<file path="config.mk">
export PLATFORM = sky130hd
export DESIGN_NAME = h264_rtp_fua_packetizer
export DESIGN_NICKNAME = d
export VERILOG_FILES = /design/src/rtl/h264rtp_pkg.sv /design/src/rtl/h264rtp_cfg.sv /design/src/rtl/h264rtp_parse.sv /design/src/rtl/h264rtp_emit.sv /design/src/rtl/h264_rtp_fua_packetizer.sv
export SDC_FILE = /design/constraint.sdc
export NUM_CORES = 1
export LEC_CHECK = 0
export ABC_CLOCK_PERIOD_IN_PS = 5900
export BUFFER_PORTS_ARGS = -buffer_cell sky130_fd_sc_hd__buf_4
export CORE_MARGIN = 3
export CORE_UTILIZATION = 25
export CTS_CLUSTER_SIZE = 12
export DETAILED_ROUTE_END_ITERATION = 8
export GPL_TIMING_DRIVEN = 0
export PLACE_DENSITY_LB_ADDON = 0.15
export SLEW_MARGIN = 5
export SYNTH_ARGS = -nofsm -noshare
export SYNTH_HDL_FRONTEND = slang
export SYNTH_SLANG_ARGS = --single-unit
</file>
<file path="constraint.sdc">
create_clock -name i_clk -period 5.9 [get_ports i_clk]
set_input_delay 0.59 -clock i_clk [delete_from_list [all_inputs] [get_ports i_clk]]
set_output_delay 0.59 -clock i_clk [all_outputs]
set_load 0.05 [all_outputs]
</file>
<file path="src/rtl/h264rtp_pkg.sv">
package h264rtp_pkg;

    localparam int unsigned PT_W    = 7;
    localparam int unsigned SSRC_W  = 32;
    localparam int unsigned STEP_W  = 17;
    localparam int unsigned MP_W    = 13;
    localparam int unsigned SEQ_W   = 16;
    localparam int unsigned TS_W    = 32;
    localparam int unsigned LEN_W   = 16;
    localparam int unsigned IDX_W   = 4;
    localparam int unsigned CFG_DATA_W = 32;

    localparam logic [PT_W-1:0]   PT_RESET   = PT_W'(96);
    localparam logic [SSRC_W-1:0] SSRC_RESET = 32'h9876_5432;
    localparam logic [STEP_W-1:0] STEP_RESET = STEP_W'(90000 / 24);
    localparam logic [MP_W-1:0]   MP_RESET   = MP_W'(1400);
    localparam logic [MP_W-1:0]   MP_MIN     = MP_W'(2);
    localparam logic [MP_W-1:0]   MP_MAX     = MP_W'(4096);

    localparam logic [7:0] RTP_V2_BYTE  = 8'h80;
    localparam logic [7:0] FU_INDICATOR = 8'h7C;
    localparam logic [7:0] FU_START     = 8'h80;
    localparam logic [7:0] FU_END       = 8'h40;

    // Result positions inside a run
    localparam logic [IDX_W-1:0] IDX_AFTER_HDR = IDX_W'(12);
    localparam logic [IDX_W-1:0] IDX_FU_HDR    = IDX_W'(13);
    localparam logic [IDX_W-1:0] IDX_FRAG_DATA = IDX_W'(14);

    typedef enum logic [1:0] {
        CFG_PAYLOAD_TYPE = 2'd0,
        CFG_SSRC         = 2'd1,
        CFG_TS_STEP      = 2'd2,
        CFG_MAX_PAYLOAD  = 2'd3
    } t_cfg_idx;

    typedef struct packed {
        logic [PT_W-1:0]   payload_type;
        logic [SSRC_W-1:0] ssrc;
        logic [STEP_W-1:0] ts_step;
        logic [MP_W-1:0]   max_payload;
    } t_cfg;

    // What one input byte produces
    typedef enum logic [1:0] {
        RUN_BODY   = 2'd0,  // data byte only
        RUN_SINGLE = 2'd1,  // RTP header, then data byte
        RUN_FRAG   = 2'd2   // RTP header, FU indicator, FU header, data byte
    } t_run_kind;

    typedef struct packed {
        t_run_kind        kind;
        logic [SEQ_W-1:0] seq;
        logic [TS_W-1:0]  ts;
        logic [7:0]       fu_hdr;
        logic [7:0]       data;
        logic             eop;
    } t_run;

endpackage

</file>
<file path="src/rtl/h264rtp_cfg.sv">
module h264rtp_cfg (
    input  logic                                i_clk,
    input  logic                                i_rst_n,
    input  logic                                i_cfg_valid,
    input  logic [1:0]                          i_cfg_index,
    input  logic [h264rtp_pkg::CFG_DATA_W-1:0]  i_cfg_data,
    output logic                                o_cfg_ready,
    output h264rtp_pkg::t_cfg                   o_cfg
);

    h264rtp_pkg::t_cfg r_cfg;
    h264rtp_pkg::t_cfg n_cfg;
    h264rtp_pkg::t_cfg_idx idx;

    assign o_cfg_ready = 1'b1;
    assign idx         = h264rtp_pkg::t_cfg_idx'(i_cfg_index);
    assign o_cfg       = r_cfg;

    always_comb begin
        n_cfg = r_cfg;
        if (i_cfg_valid) begin
            unique case (idx)
                h264rtp_pkg::CFG_PAYLOAD_TYPE:
                    n_cfg.payload_type = i_cfg_data[h264rtp_pkg::PT_W-1:0];
                h264rtp_pkg::CFG_SSRC:
                    n_cfg.ssrc = i_cfg_data[h264rtp_pkg::SSRC_W-1:0];
                h264rtp_pkg::CFG_TS_STEP:
                    n_cfg.ts_step = i_cfg_data[h264rtp_pkg::STEP_W-1:0];
                h264rtp_pkg::CFG_MAX_PAYLOAD:
                    n_cfg.max_payload = i_cfg_data[h264rtp_pkg::MP_W-1:0];
                default: n_cfg = r_cfg;
            endcase
        end
    end

    always_ff @(posedge i_clk) begin
        if (!i_rst_n) begin
            r_cfg.payload_type <= h264rtp_pkg::PT_RESET;
            r_cfg.ssrc         <= h264rtp_pkg::SSRC_RESET;
            r_cfg.ts_step      <= h264rtp_pkg::STEP_RESET;
            r_cfg.max_payload  <= h264rtp_pkg::MP_RESET;
        end else begin
            r_cfg <= n_cfg;
        end
    end

endmodule

</file>
<file path="src/rtl/h264rtp_parse.sv">
module h264rtp_parse (
    input  logic                               i_clk,
    input  logic                               i_rst_n,
    input  h264rtp_pkg::t_cfg                  i_cfg,
    input  logic                               i_in_valid,
    input  logic [7:0]                         i_data_byte,
    input  logic [h264rtp_pkg::LEN_W-1:0]      i_nal_length,
    output logic                               o_in_stall,
    input  logic                               i_run_take,
    output logic                               o_run_valid,
    output h264rtp_pkg::t_run                  o_run
);

    localparam int unsigned LW = h264rtp_pkg::LEN_W;
    localparam int unsigned MW = h264rtp_pkg::MP_W;

    logic [h264rtp_pkg::SEQ_W-1:0] r_seq, n_seq;
    logic [h264rtp_pkg::TS_W-1:0]  r_ts, n_ts;
    logic [LW-1:0]                 r_pos, n_pos;
    logic [MW-1:0]                 r_fill, n_fill;
    logic [LW-1:0]                 r_len, n_len;
    logic                          r_frag, n_frag;
    logic [4:0]                    r_type, n_type;
    logic                          r_run_valid, n_run_valid;
    h264rtp_pkg::t_run             r_run, n_run;

    logic          accept;
    logic          has_run;
    logic [MW-1:0] mp;
    logic [LW-1:0] len_l;
    logic          last_body;
    logic [MW-1:0] fill;
    logic          end_frag;
    logic [LW-1:0] remain;

    assign o_in_stall  = r_run_valid && !i_run_take;
    assign accept      = i_in_valid && !o_in_stall;
    assign o_run_valid = r_run_valid;
    assign o_run       = r_run;

    always_comb begin
        if (i_cfg.max_payload < h264rtp_pkg::MP_MIN) begin
            mp = h264rtp_pkg::MP_MIN;
        end else if (i_cfg.max_payload > h264rtp_pkg::MP_MAX) begin
            mp = h264rtp_pkg::MP_MAX;
        end else begin
            mp = i_cfg.max_payload;
        end
    end

    assign len_l     = (i_nal_length == '0) ? LW'(1) : i_nal_length;
    assign last_body = ({1'b0, r_pos} + (LW+1)'(1)) >= {1'b0, r_len};
    assign fill      = r_fill + MW'(1);
    assign end_frag  = last_body || (fill >= mp);
    assign remain    = r_len - r_pos;

    always_comb begin
        n_seq       = r_seq;
        n_ts        = r_ts;
        n_pos       = r_pos;
        n_fill      = r_fill;
        n_len       = r_len;
        n_frag      = r_frag;
        n_type      = r_type;
        has_run     = 1'b0;
        n_run       = r_run;

        if (accept) begin
            n_run.seq    = r_seq;
            n_run.ts     = r_ts;
            n_run.data   = i_data_byte;
            n_run.fu_hdr = {3'b000, r_type};
            n_run.eop    = 1'b0;
            n_run.kind   = h264rtp_pkg::RUN_BODY;
            if (r_pos == '0) begin
                n_len  = len_l;
                n_type = i_data_byte[4:0];
                n_frag = len_l > LW'(mp);
                n_fill = '0;
                if (len_l > LW'(mp)) begin
                    // header byte is absorbed into the FU header
                    n_pos = LW'(1);
                end else begin
                    has_run    = 1'b1;
                    n_run.kind = h264rtp_pkg::RUN_SINGLE;
                    n_run.eop  = (len_l == LW'(1));
                    if (len_l == LW'(1)) begin
                        n_seq = r_seq + 1'b1;
                        n_ts  = r_ts + h264rtp_pkg::TS_W'(i_cfg.ts_step);
                        n_pos = '0;
                    end else begin
                        n_pos = LW'(1);
                    end
                end
            end else if (!r_frag) begin
                has_run   = 1'b1;
                n_run.eop = last_body;
                if (last_body) begin
                    n_seq  = r_seq + 1'b1;
                    n_ts   = r_ts + h264rtp_pkg::TS_W'(i_cfg.ts_step);
                    n_pos  = '0;
                    n_fill = '0;
                end else begin
                    n_pos = r_pos + 1'b1;
                end
            end else begin
                has_run   = 1'b1;
                n_run.eop = end_frag;
                if (r_fill == '0) begin
                    n_run.kind = h264rtp_pkg::RUN_FRAG;
                    if (r_pos == LW'(1)) begin
                        n_run.fu_hdr = n_run.fu_hdr | h264rtp_pkg::FU_START;
                    end
                    if (remain <= LW'(mp)) begin
                        n_run.fu_hdr = n_run.fu_hdr | h264rtp_pkg::FU_END;
                    end
                end
                if (end_frag) begin
                    n_seq  = r_seq + 1'b1;
                    n_fill = '0;
                end else begin
                    n_fill = fill;
                end
                if (last_body) begin
                    n_ts   = r_ts + h264rtp_pkg::TS_W'(i_cfg.ts_step);
                    n_pos  = '0;
                    n_fill = '0;
                end else begin
                    n_pos = r_pos + 1'b1;
                end
            end
        end

        if (accept && has_run) begin
            n_run_valid = 1'b1;
        end else if (i_run_take) begin
            n_run_valid = 1'b0;
        end else begin
            n_run_valid = r_run_valid;
        end
    end

    always_ff @(posedge i_clk) begin
        if (!i_rst_n) begin
            r_seq       <= '0;
            r_ts        <= '0;
            r_pos       <= '0;
            r_fill      <= '0;
            r_len       <= '0;
            r_frag      <= 1'b0;
            r_type      <= '0;
            r_run_valid <= 1'b0;
        end else begin
            r_seq       <= n_seq;
            r_ts        <= n_ts;
            r_pos       <= n_pos;
            r_fill      <= n_fill;
            r_len       <= n_len;
            r_frag      <= n_frag;
            r_type      <= n_type;
            r_run_valid <= n_run_valid;
        end
    end

    // descriptor payload: no reset
    always_ff @(posedge i_clk) begin
        if (accept && has_run) begin
            r_run <= n_run;
        end
    end

endmodule

</file>
<file path="src/rtl/h264rtp_emit.sv">
module h264rtp_emit (
    input  logic                  i_clk,
    input  logic                  i_rst_n,
    input  h264rtp_pkg::t_cfg     i_cfg,
    input  logic                  i_run_valid,
    input  h264rtp_pkg::t_run     i_run,
    output logic                  o_run_take,
    output logic                  o_out_valid,
    input  logic                  i_out_stall,
    output logic [7:0]            o_out_byte,
    output logic                  o_end_of_packet,
    output logic                  o_last_of_run
);

    localparam int unsigned IW = h264rtp_pkg::IDX_W;

    logic [IW-1:0] r_idx, n_idx;
    logic          r_out_valid, n_out_valid;
    logic [7:0]    r_byte, n_byte;
    logic          r_eop, n_eop;
    logic          r_last, n_last;

    logic          out_free;
    logic          load;
    logic [IW-1:0] last_idx;
    logic          at_last;

    assign out_free   = !r_out_valid || !i_out_stall;
    assign load       = i_run_valid && out_free;

    always_comb begin
        case (i_run.kind)
            h264rtp_pkg::RUN_SINGLE: last_idx = h264rtp_pkg::IDX_AFTER_HDR;
            h264rtp_pkg::RUN_FRAG:   last_idx = h264rtp_pkg::IDX_FRAG_DATA;
            default:                 last_idx = '0;
        endcase
    end

    assign at_last    = (r_idx == last_idx);
    assign o_run_take = load && at_last;

    always_comb begin
        case (r_idx)
            IW'(0):  n_byte = h264rtp_pkg::RTP_V2_BYTE;
            IW'(1):  n_byte = {1'b0, i_cfg.payload_type};
            IW'(2):  n_byte = i_run.seq[15:8];
            IW'(3):  n_byte = i_run.seq[7:0];
            IW'(4):  n_byte = i_run.ts[31:24];
            IW'(5):  n_byte = i_run.ts[23:16];
            IW'(6):  n_byte = i_run.ts[15:8];
            IW'(7):  n_byte = i_run.ts[7:0];
            IW'(8):  n_byte = i_cfg.ssrc[31:24];
            IW'(9):  n_byte = i_cfg.ssrc[23:16];
            IW'(10): n_byte = i_cfg.ssrc[15:8];
            IW'(11): n_byte = i_cfg.ssrc[7:0];
            h264rtp_pkg::IDX_AFTER_HDR:
                n_byte = (i_run.kind == h264rtp_pkg::RUN_FRAG) ?
                         h264rtp_pkg::FU_INDICATOR : i_run.data;
            h264rtp_pkg::IDX_FU_HDR: n_byte = i_run.fu_hdr;
            default: n_byte = i_run.data;
        endcase
        // a body run carries the data byte alone
        if (i_run.kind == h264rtp_pkg::RUN_BODY) begin
            n_byte = i_run.data;
        end
        // the data byte always closes the run
        n_eop  = at_last && i_run.eop;
        n_last = at_last;

        if (load) begin
            n_idx = at_last ? '0 : r_idx + 1'b1;
        end else begin
            n_idx = r_idx;
        end

        if (load) begin
            n_out_valid = 1'b1;
        end else if (!i_out_stall) begin
            n_out_valid = 1'b0;
        end else begin
            n_out_valid = r_out_valid;
        end
    end

    always_ff @(posedge i_clk) begin
        if (!i_rst_n) begin
            r_idx       <= '0;
            r_out_valid <= 1'b0;
        end else begin
            r_idx       <= n_idx;
            r_out_valid <= n_out_valid;
        end
    end

    always_ff @(posedge i_clk) begin
        if (load) begin
            r_byte <= n_byte;
            r_eop  <= n_eop;
            r_last <= n_last;
        end
    end

    assign o_out_valid     = r_out_valid;
    assign o_out_byte      = r_byte;
    assign o_end_of_packet = r_eop;
    assign o_last_of_run   = r_last;

endmodule

</file>
<file path="src/rtl/h264_rtp_fua_packetizer.sv">
// Channel   Direction  Handshake                   Payload
// in        sink       i_in_valid / o_in_stall     i_data_byte, i_nal_length
// out       source     o_out_valid / i_out_stall   o_out_byte, o_end_of_packet, o_last_of_run
// cfg       sink       i_cfg_valid / o_cfg_ready   i_cfg_index, i_cfg_data
//
// Body bytes pass at one byte per cycle while the output is not stalled. The first byte
// of a packet expands into a 13-byte run (12-byte RTP header plus data) or a 15-byte
// run for an FU-A fragment (header, indicator, FU header, data), set by the output byte
// serializer; the NAL header byte of a fragmented unit is absorbed and emits nothing.
// Reset is synchronous, active low; control and config registers return to their
// defaults and an item can be taken the cycle after reset. o_in_stall rises only while
// a pending run cannot move on; a stalled output holds its byte.
module h264_rtp_fua_packetizer (
    input  logic                               i_clk,
    input  logic                               i_rst_n,
    input  logic                               i_in_valid,
    output logic                               o_in_stall,
    input  logic [7:0]                         i_data_byte,
    input  logic [h264rtp_pkg::LEN_W-1:0]      i_nal_length,
    output logic                               o_out_valid,
    input  logic                               i_out_stall,
    output logic [7:0]                         o_out_byte,
    output logic                               o_end_of_packet,
    output logic                               o_last_of_run,
    input  logic                               i_cfg_valid,
    output logic                               o_cfg_ready,
    input  logic [1:0]                         i_cfg_index,
    input  logic [h264rtp_pkg::CFG_DATA_W-1:0] i_cfg_data
);

    h264rtp_pkg::t_cfg cfg;
    h264rtp_pkg::t_run run;
    logic              run_valid;
    logic              run_take;

    h264rtp_cfg u_cfg (
        .i_clk       (i_clk),
        .i_rst_n     (i_rst_n),
        .i_cfg_valid (i_cfg_valid),
        .i_cfg_index (i_cfg_index),
        .i_cfg_data  (i_cfg_data),
        .o_cfg_ready (o_cfg_ready),
        .o_cfg       (cfg)
    );

    h264rtp_parse u_parse (
        .i_clk        (i_clk),
        .i_rst_n      (i_rst_n),
        .i_cfg        (cfg),
        .i_in_valid   (i_in_valid),
        .i_data_byte  (i_data_byte),
        .i_nal_length (i_nal_length),
        .o_in_stall   (o_in_stall),
        .i_run_take   (run_take),
        .o_run_valid  (run_valid),
        .o_run        (run)
    );

    h264rtp_emit u_emit (
        .i_clk           (i_clk),
        .i_rst_n         (i_rst_n),
        .i_cfg           (cfg),
        .i_run_valid     (run_valid),
        .i_run           (run),
        .o_run_take      (run_take),
        .o_out_valid     (o_out_valid),
        .i_out_stall     (i_out_stall),
        .o_out_byte      (o_out_byte),
        .o_end_of_packet (o_end_of_packet),
        .o_last_of_run   (o_last_of_run)
    );

endmodule

</file>
# Word level (Yosys, flattened, before mapping)
# Index checks and enable logic that the tools add are counted.
[word_totals]
regBits = 251
inputBits = 63
out_inout_bits = 13
elab_cells = 141
[op_classes]
add_sub_neg = 7
n_lt_le_gt_ge = 6
eq_ne = 25
muxes = 46
bitwise_logic = 2
reduce_logical = 31
[ops]
columns = ["cell", "count"]
rows = [
  ["$mux 16", 10],
  ["$mux 32", 4],
  ["$pmux 8 s14", 1],
  ["$mux 13", 7],
  ["$add 16x1->16 const B", 2],
  ["$add 32x17->32", 1],
  ["$eq 16x1->1 const B", 2],
  ["$logic_not 16->1", 2],
  ["$eq 4x4->1 const B", 6],
  ["$mux 8", 3],
  ["$add 16x1->17 const B", 1],
  ["$ge 17x16->1", 1],
  ["$eq 4x3->1 const B", 4],
  ["$gt 16x13->1", 1],
  ["$le 16x13->1", 1],
  ["$sub 16x16->16", 1],
  ["$mux 5", 3],
  ["$reduce_and 2->1", 7],
  ["$add 13x1->13 const B", 1],
  ["$ge 13x13->1", 1],
  ["$gt 13x13->1 const B", 1],
  ["$logic_not 13->1", 1],
  ["$lt 13x2->1 const B", 1],
  ["$mux 1", 12],
  ["other kinds (24)", 43],
]

# Longest topological paths before layout
# Gate-level depths: netlist of run 1.
[logic_depth]
ltp_word = 11
ltp_mapped = 18
ltp_nobuf = 18

# Modules after synthesis
# A second synthesis of run 1 with hierarchy kept.
[unflattened]
hier_cells = 1505
hier_area_um2 = 13809.5
[by_module_without_submodules]
columns = ["mod", "n_inst", "cells_each", "area_each_um2", "seq_area_each_um2"]
rows = [
  ["h264rtp_parse", 1, 1035, 9502.9, 3983.8],
  ["h264rtp_cfg", 1, 284, 2781.4, 1381.3],
  ["h264rtp_emit", 1, 186, 1525.2, 400.4],
]

# Least setup slack after synthesis of run 1
# Ideal clock, no wire load.
[synth_path]
path_type = "register to register"
startpoint = "reg u_cfg.r_cfg, in the netlist u_cfg.o_cfg[4]"
endpoint = "reg u_parse.r_run, in the netlist u_parse.o_run[0] (enable)"
setup_time_ps = 430
arrival_time_ps = 3833
t_required_ps = 5470
path_slack_ps = 1638
stages_incl_launch_ff = 12
n_path_buf = 0
synth_period_minus_slack_ps = 4262
path_cell_list = "dfxtp_1 nor4_1 nand3_1 o21ai_0 nand2_1 ha_1 nand4_1 nor4_1 a21boi_0 or2_2 o21ai_0 o21a_1"
[synth_between]
elab_chain_cells = 9
word_cells_on_any_way = 10
classes_between = "order compare: 3; mux: 5; reduce/logical: 2"
[synth_lines]
columns = ["element", "line_no", "text"]
rows = [
  ["from (decl)", "h264rtp_cfg.sv:11", "h264rtp_pkg::t_cfg r_cfg;"],
  ["from (signal assigned)", "h264rtp_cfg.sv:43", "r_cfg <= n_cfg;"],
  ["$gt 13x13->1", "h264rtp_parse.sv:44", "end else if (i_cfg.max_payload > h264rtp_pkg::MP_MAX) begin"],
  ["$mux 13", "h264rtp_parse.sv:44", ""],
  ["$mux 13 *", "h264rtp_parse.sv:42", "if (i_cfg.max_payload < h264rtp_pkg::MP_MIN) begin"],
  ["$gt 16x13->1 *", "h264rtp_parse.sv:80", "if (len_l > LW'(mp)) begin"],
  ["$mux 1 *", "h264rtp_parse.sv:80", ""],
  ["$mux 1 *", "h264rtp_parse.sv:75", "if (r_pos == '0) begin"],
  ["$mux 1 *", "h264rtp_parse.sv:68", "if (accept) begin"],
  ["$logic_and 1x1->1 *", "h264rtp_parse.sv:167", "if (accept && has_run) begin"],
  ["$reduce_and 2->1 (no line) *", "n/a", ""],
  ["to (signal assigned)", "h264rtp_parse.sv:168", "r_run <= n_run;"],
  ["to (decl)", "h264rtp_parse.sv:25", "h264rtp_pkg::t_run r_run, n_run;"],
]
# Every way passes the cells marked *; elsewhere a longest branch is shown, timed or not.
# A chain may end at the register's enable or synchronous reset.

# Final worst setup path of run 1
[layout_path]
startpoint = "reg u_parse.r_pos[0]"
endpoint = "reg u_parse.r_ts[10] in the netlist's numbering"
[layout_between]
elab_chain_cells = 4
word_cells_on_any_way = 8
classes_between = "add/sub: 1; order compare: 1; eq/ne: 2; mux: 1; reduce/logical: 3"
[layout_lines]
columns = ["element", "line_no", "text"]
rows = [
  ["from (decl)", "h264rtp_parse.sv:19", "logic [LW-1:0] r_pos, n_pos;"],
  ["from (signal assigned)", "h264rtp_parse.sv:156", "r_pos <= n_pos;"],
  ["$add 16x1->17", "h264rtp_parse.sv:52", "assign last_body = ({1'b0, r_pos} + (LW+1)'(1)) >= {1'b0, r_len};"],
  ["$ge 17x16->1", "h264rtp_parse.sv:52", ""],
  ["$reduce_bool 2->1 (no line)", "n/a", ""],
  ["$reduce_and 4->1 (no line)", "n/a", ""],
  ["to (signal assigned)", "h264rtp_parse.sv:155", "r_ts <= n_ts;"],
  ["to (decl)", "h264rtp_parse.sv:18", "logic [h264rtp_pkg::TS_W-1:0] r_ts, n_ts;"],
]
# Parallel ways exist; a longest one is shown, timed or not.

==> out/metrics.cfg, run 1 <==
[cts]
insertion_delay_ps = 550
cts_resized = 0
hold_buffers = 0
cts_buffers = 34
path_clk_slew_ps = 60
clockBufferDepth = 3
cts_sinks = 250
cts_tree = yes
root_buffer = clkbuf_16
cts_setup_buffers = 0
cts_max_level = 2

[setup_path]
crit_fanout = 10
path_class = reg2reg
cp_data_arrival_time_ps = 5470
reg2reg_from = u_parse.r_pos[0]$_SDFFE_PN0P_
endpoint_kind = register
crit_family = simple AND/OR/NAND/NOR gates
cp.required_ps = 6370
reg2reg_to = u_parse.r_ts[10]$_SDFFE_PN0P_
critPathLaunchType = register
crit_chain = ha_1 -> and3_1 -> clkbuf_1 -> nor3b_1 -> nand3_1 -> xnor2_1 -> ha_1 -> nand3_1 -> nor3_1 -> o31a_1 -> nor3_4 -> nor3_2 -> clkbuf_1 -> nand2_1 -> a21oi_1
cpPeakStageDelay_ps = 870
reg2reg_depth = 15
path_buf_inv = 2
rrSetupSlack_ps = 890
crit_slowest_cell = nor3_2

[yosys]
synth_top_cell_by_area = dfxtp_1
seq_area_frac_synth_pct = 42.5
synthCells = 1553
synth_edf_count = 76
synth_top_area_share_pct = 25.7
synth-async-reset-ratio_pct = 0
netlist_area_mm2 = 0.0136
synth_nets = 1717
synth_warnings = 0
yosys.cell_types.count = 76
synth_ff_type = dfxtp_1
syn_area_per_cell_um2 = 8.74
netlist_top_cells_area = dfxtp_1 (26%), edfxtp_1 (17%), ha_1 (9.1%), nand2_1 (7.8%), a21oi_1 (5.8%)
ys_ff_latch = 250

[layout]
layout-drive-gt1-share_pct = 9.41
diodes = 0
fillCellCount = 5700
multi_input_area_mm2 = 0.00722
regArea_mm2 = 0.00577
final_nets = 1828
area_growth_pct = 19.3
layout_commonest_cell = nand2_1
final_cell_mix = nand2_1 (283), dfxtp_1 (174), a21oi_1 (157)

[min_path]
worstHoldPathType = in2reg
min_path_cells = 1
min_to = u_parse.o_run[8]$_DFFE_PP_
hold_start = i_data_byte[7]

[status]
status = complete, no violations

[sta]
setup_tns_ps = 0
finClkSkew_ps = 27.0
relSlewSlack_pct = 26.7
fin_ws_ps = 895
period_minus_slack_ps = 5010
setup_viol = 0
rsz0062_at_grt = false
drv_slew = 0
worst_pin_slew_ps = 1090
hold_viol = 0
period_share_pct = 84.8
fmax_mhz = 200

[global_route]
grt_start_max_net_pins = 46
top_usage_layer = met2
grt_pass1_vias = 11600
gr-usage-all-layers_pct = 17.1
met2_usage_pct = 27.4
antenna_found_initial = 1
overflow = 0
grt.met3_usage_pct = 2.72
grt_pass1_wl_mm = 73.4
use_met1_pct = 23.2

[floorplanning]
start_util_pct = 25.5
fp.dieH_um = 239
io_pins = 76
core_mm2 = 0.0532
num_rows = 84
die_area_mm2 = 0.0571
die_w_um = 239

[power_and_ir_drop]
peakVddDrop_mv = 0.183
p_per_area_mw_per_mm2 = 301
p_leak_nw = 6.15

[route]
wl_per_cell_um = 20.6
ant_nets = 0
drc = 0
dr.pass1.iters = 5
dr_total_vias = 11900
wl_mm = 49.0
routed_via_density = 5.01
drtIter0Drc = 963

[placement]
port-buffer-count = 74
pre_cts_slack_ps = 885
dpl.hpwl_mm = 37.2
place_congestion = 0.869

[run]
cap_viol_max_count = 0

==> cell families (layout without fill, tap and decap cells) <==
kind of cell,count (synthesis),after routing,share of synthesized area (%)
simple gates,604,604,21.2
mux,23,23,1.80
buf+inv,155,292,4.41
xor+xnor,56,56,3.61
flops,250,250,42.5
other cells,1,1,0.0276
compound gates,363,363,17.1
fa+ha+maj,101,101,9.42
==> synthesized netlist by cell type, drive strengths merged (4+ instances only) <==
cell type,n
nand3,87
dfxtp,174
buf,14
or3,14
clkbuf,82
a2111oi,4
a22o,4
nand4,19
a21oi,157
a22oi,18
nor2,64
and3,20
nand3b,5
or2,7
a222oi,6
a221oi,5
xnor2,45
a211oi,18
o21a,14
and2,8
xor2,11
inv,57
nor4,12
o31ai,14
o21ai,41
nor2b,9
a31oi,11
a21o,18
o211ai,9
a311oi,5
o2111ai,5
nand2,283
ha,99
edfxtp,76
o21bai,6
a31o,6
mux2i,21
nand2b,16
or4,17
and4,10
nor3,22
==> state kept, by name, summed over array words and instances (netlist names), 8 cells and up <==
| signal | flops |
|---|---|
| u_emit.o_out_byte | 8 |
| u_cfg.o_cfg | 69 |
| u_parse.r_ts | 32 |
| u_parse.o_run | 66 |
| u_parse.r_pos | 16 |
| u_parse.r_seq | 16 |
| u_parse.r_len | 16 |
| u_parse.r_fill | 13 |
==> per-layer routing <==
metal	up-vias	wire (um)
li1	5833	-
met1	5743	22900
met2	281	22300
met3	66	2440
met4	0	1450
met5	-	0
==> worst max path at each step <==
stage / startpoint / end / slack, ps / depth (start not counted)
after floorplan: u_cfg.o_cfg[4]$_SDFFE_PN1P_ / u_parse.o_run[0]$_DFFE_PP_ / 1640 / 11
after CTS: u_parse.r_pos[0]$_SDFFE_PN0P_ / u_parse.r_ts[10]$_SDFFE_PN0P_ / 860 / 15
final: u_parse.r_pos[0]$_SDFFE_PN0P_ / u_parse.r_ts[10]$_SDFFE_PN0P_ / 890 / 15
after detailed placement: u_parse.r_pos[0]$_SDFFE_PN0P_ / u_parse.r_ts[10]$_SDFFE_PN0P_ / 890 / 15
after global routing: u_parse.r_pos[0]$_SDFFE_PN0P_ / u_parse.r_ts[2]$_SDFFE_PN0P_ / 480 / 15
after global placement: u_cfg.o_cfg[2]$_SDFFE_PN0P_ / u_parse.o_run[25]$_DFFE_PP_ / 210 / 11
==> where the power goes <==
part | internal, mW | leakage [nW] | total, mW | switching, mW
sequential | 1.86 | 2.14 | 1.92 | 0.0618
clock | 1.32 | 0.565 | 2.17 | 0.850
combinational | 0.279 | 3.44 | 0.785 | 0.506
total | 3.46 | 6.15 | 4.87 | 1.42
==> worst register-to-register path, cell delays in order, from the launching register on <==
cell,delay (ps)
dfxtp_1,470
ha_1,270
and3_1,170
clkbuf_1,230
nor3b_1,550
nand3_1,240
xnor2_1,180
ha_1,300
nand3_1,150
nor3_1,310
o31a_1,350
nor3_4,120
nor3_2,870
clkbuf_1,440
nand2_1,110
a21oi_1,150
==> per-stage QoR <==
| step | hold slack [ps] | area (um2) | power (mW) | cells | util, % |
|---|---|---|---|---|---|
| 2_1_floorplan | 408 | 13600 | 2.43 | 1553 | - |
| 3_3_place_gp | 418 | 15000 | 2.73 | 2315 | 28.2 |
| 3_5_place_dp | 419 | 15000 | 2.74 | 2316 | 28.2 |
| 4_1_cts | 175 | 16200 | 4.95 | 2378 | 30.5 |
| 5_1_grt | 193 | 16200 | 5.11 | 2378 | 30.5 |
| 6_report | 221 | 16200 | 4.87 | 2378 | 30.5 |
==> cell type report <==
class	count	share of cell area (%)
multi-input combinational	1148	44.6
sequential	250	35.6
clock buffer	48	6.15
tap	688	5.32
timing repair buffer	75	3.60
buffer	96	2.33
inverter	59	1.37
clock inverter	14	1.09
Note: power is estimated with default switching activity, not from simulation.
==> inputs of run 2 (changes only) <==
ABC_CLOCK_PERIOD_IN_PS = 5050   (was 5900)
clock period = 5.05 ns   (was 5.9 ns; I/O delays follow)
==> run 2 against run 1 <==
  * Routed wire length is 0.10% higher
  * Highest routed layer unchanged
  * Sequential cell count stayed put
  * Clock-buffer cell count stayed put
  * Sequential power is 17% higher
  * Critical endpoint is now u_parse.r_ts[29]$_SDFFE_PN0P_
  * Largest cell class unchanged
==> out/metrics.cfg, run 2 (same netlist as run 1, synthesis figures left out) <==
[status]
status = complete, no violations

[setup_path]
critPathLaunchType = register
cpPeakStageDelay_ps = 460
endpoint_kind = register
path_class = reg2reg
reg2reg_depth = 17
crit_chain = ha_1 -> and3_1 -> clkbuf_1 -> nor3b_2 -> nand3_1 -> xnor2_1 -> ha_1 -> nand3_1 -> nor3_1 -> o31a_1 -> nor3_4 -> or3_1 -> buf_2 -> buf_6 -> buf_2 -> o41ai_1 -> a21oi_1
cp.required_ps = 5440
crit_fanout = 10
crit_slowest_cell = dfxtp_1
cp_data_arrival_time_ps = 5110
path_buf_inv = 4
crit_family = simple AND/OR/NAND/NOR gates
cp.depth = 17

[floorplanning]
start_util_pct = 25.5
num_rows = 84
die_area_mm2 = 0.0571
core_mm2 = 0.0532
fp.dieH_um = 239
die_w_um = 239
io_pins = 76

[sta]
worst_pin_slew_ps = 1040
hold_viol = 0
rsz0062_at_grt = false
setup_viol = 0
fmax_mhz = 212
hold-worst-slack_ps = 137
relSlewSlack_pct = 30.7
period_share_pct = 93.5
period_minus_slack_ps = 4720
drv_slew = 0
finClkSkew_ps = 29.4

[global_route]
grt_pass1_wl_mm = 73.4
met2_usage_pct = 27.4
top_usage_layer = met2
grt_start_max_net_pins = 46
antenna_found_initial = 1
gr-usage-all-layers_pct = 17.1
grt.met3_usage_pct = 2.72
overflow = 0
use_met1_pct = 23.2
grt_pass1_vias = 11600

[route]
drc = 0
dr.pass1.iters = 6
ant_nets = 0
wl_mm = 49.1
dr_total_vias = 11900
drtIter0Drc = 917
routed_via_density = 4.99
wl_per_cell_um = 20.6

[layout]
diodes = 0
final_nets = 1829
largest_reg_flops = 69
final_core_util_pct = 30.5
layout-drive-gt1-share_pct = 9.58
final_area_mm2 = 0.0162
regArea_mm2 = 0.00577
multi_input_area_mm2 = 0.00723
area_growth_pct = 19.5
fillCellCount = 5696
layout_commonest_cell = nand2_1
final_cell_mix = nand2_1 (283), dfxtp_1 (174), a21oi_1 (157)

[cts]
clockBufferDepth = 3
cts_buffers = 34
root_buffer = clkbuf_16
cts_sinks = 250
cts_tree = yes
path_clk_slew_ps = 70
cts_max_level = 2
insertion_delay_ps = 550
hold_buffers = 0

[placement]
dpl.hpwl_mm = 37.2
port-buffer-count = 74
dpl-instance-area_mm2 = 0.0150
place_congestion = 0.869

[min_path]
worstHoldPathType = in2reg
min_path_cells = 1

[power_and_ir_drop]
p_leak_nw = 6.15
p_per_area_mw_per_mm2 = 352
peakVddDrop_mv = 0.212

[run]
cap_viol_max_count = 0

[run 2: changes by cell type in the layout (fill, tap and decap cells not counted)]
cell,delta
clkbuf_1,-1
nor3b_2,+1
nor3_4,+1
clkbuf_2,+1
nor3_2,-1
nor3b_1,-1
buf_4,+1
[run 2: per-stage QoR]
step                      std cells  setup slack [ps]  TNS [ps]  total power [mW]
after CTS                      2378              9.44         0              5.79
final                          2379               330         0              5.70
after global placement         2315              -636    -42520              3.19
after detailed placement       2316              35.2         0              3.20
after floorplan                1553               788         0              2.84
after global routing           2379              5.32         0              5.97
[run 2: path summary, 6_finish.rpt]
path                                                     start                       endpoint  slack, ps
worst max register to register   u_parse.r_pos[0]$_SDFFE_PN0P_  u_parse.r_ts[29]$_SDFFE_PN0P_        330
worst max-delay path             u_parse.r_pos[0]$_SDFFE_PN0P_  u_parse.r_ts[29]$_SDFFE_PN0P_        330
worst min-delay path                            i_data_byte[7]     u_parse.o_run[8]$_DFFE_PP_        140
worst min register to register  u_parse.r_type[3]$_SDFFE_PN0P_    u_parse.o_run[12]$_DFFE_PP_        430
[run 2: area by class of cell]
class                   instances  share of cell area, %
well taps                     688                   5.31
clock inverters                14                   1.09
repair buffers                 76                   3.64
flip-flops and latches        250                   35.6
plain buffers                  96                   2.33
clock buffers                  48                   6.14
multi-input cells            1148                   44.6
inverters                      59                   1.37
[run 2: metal layers]
layer,vias up,wire [um]
met3,66,2460
met4,0,1420
li1,5823,-
met5,-,0
met1,5707,23000
met2,268,22200
[run 2: timing repair]
item | CTS | global route
endpoints found under the setup margin | 0 | 55
gates resized for setup | 0 | 4
setup buffers | 0 | 1
endpoints found under the hold margin | 0 | 0
[run 2: worst register-to-register path, delay by kind of cell (launching register included)]
kind	cells	cell delay (ps)
and+or+nand+nor	7	1790
buffers and inverters	4	790
AOI/OAI and AO/OA	3	770
adders and majority gates	2	570
DFF	1	460
xor gates and xnor gates	1	170
[run 2: power by group]
part,switching [mW],internal (mW)
clock,0.997,1.54
combinational,0.593,0.327
sequential,0.0723,2.17
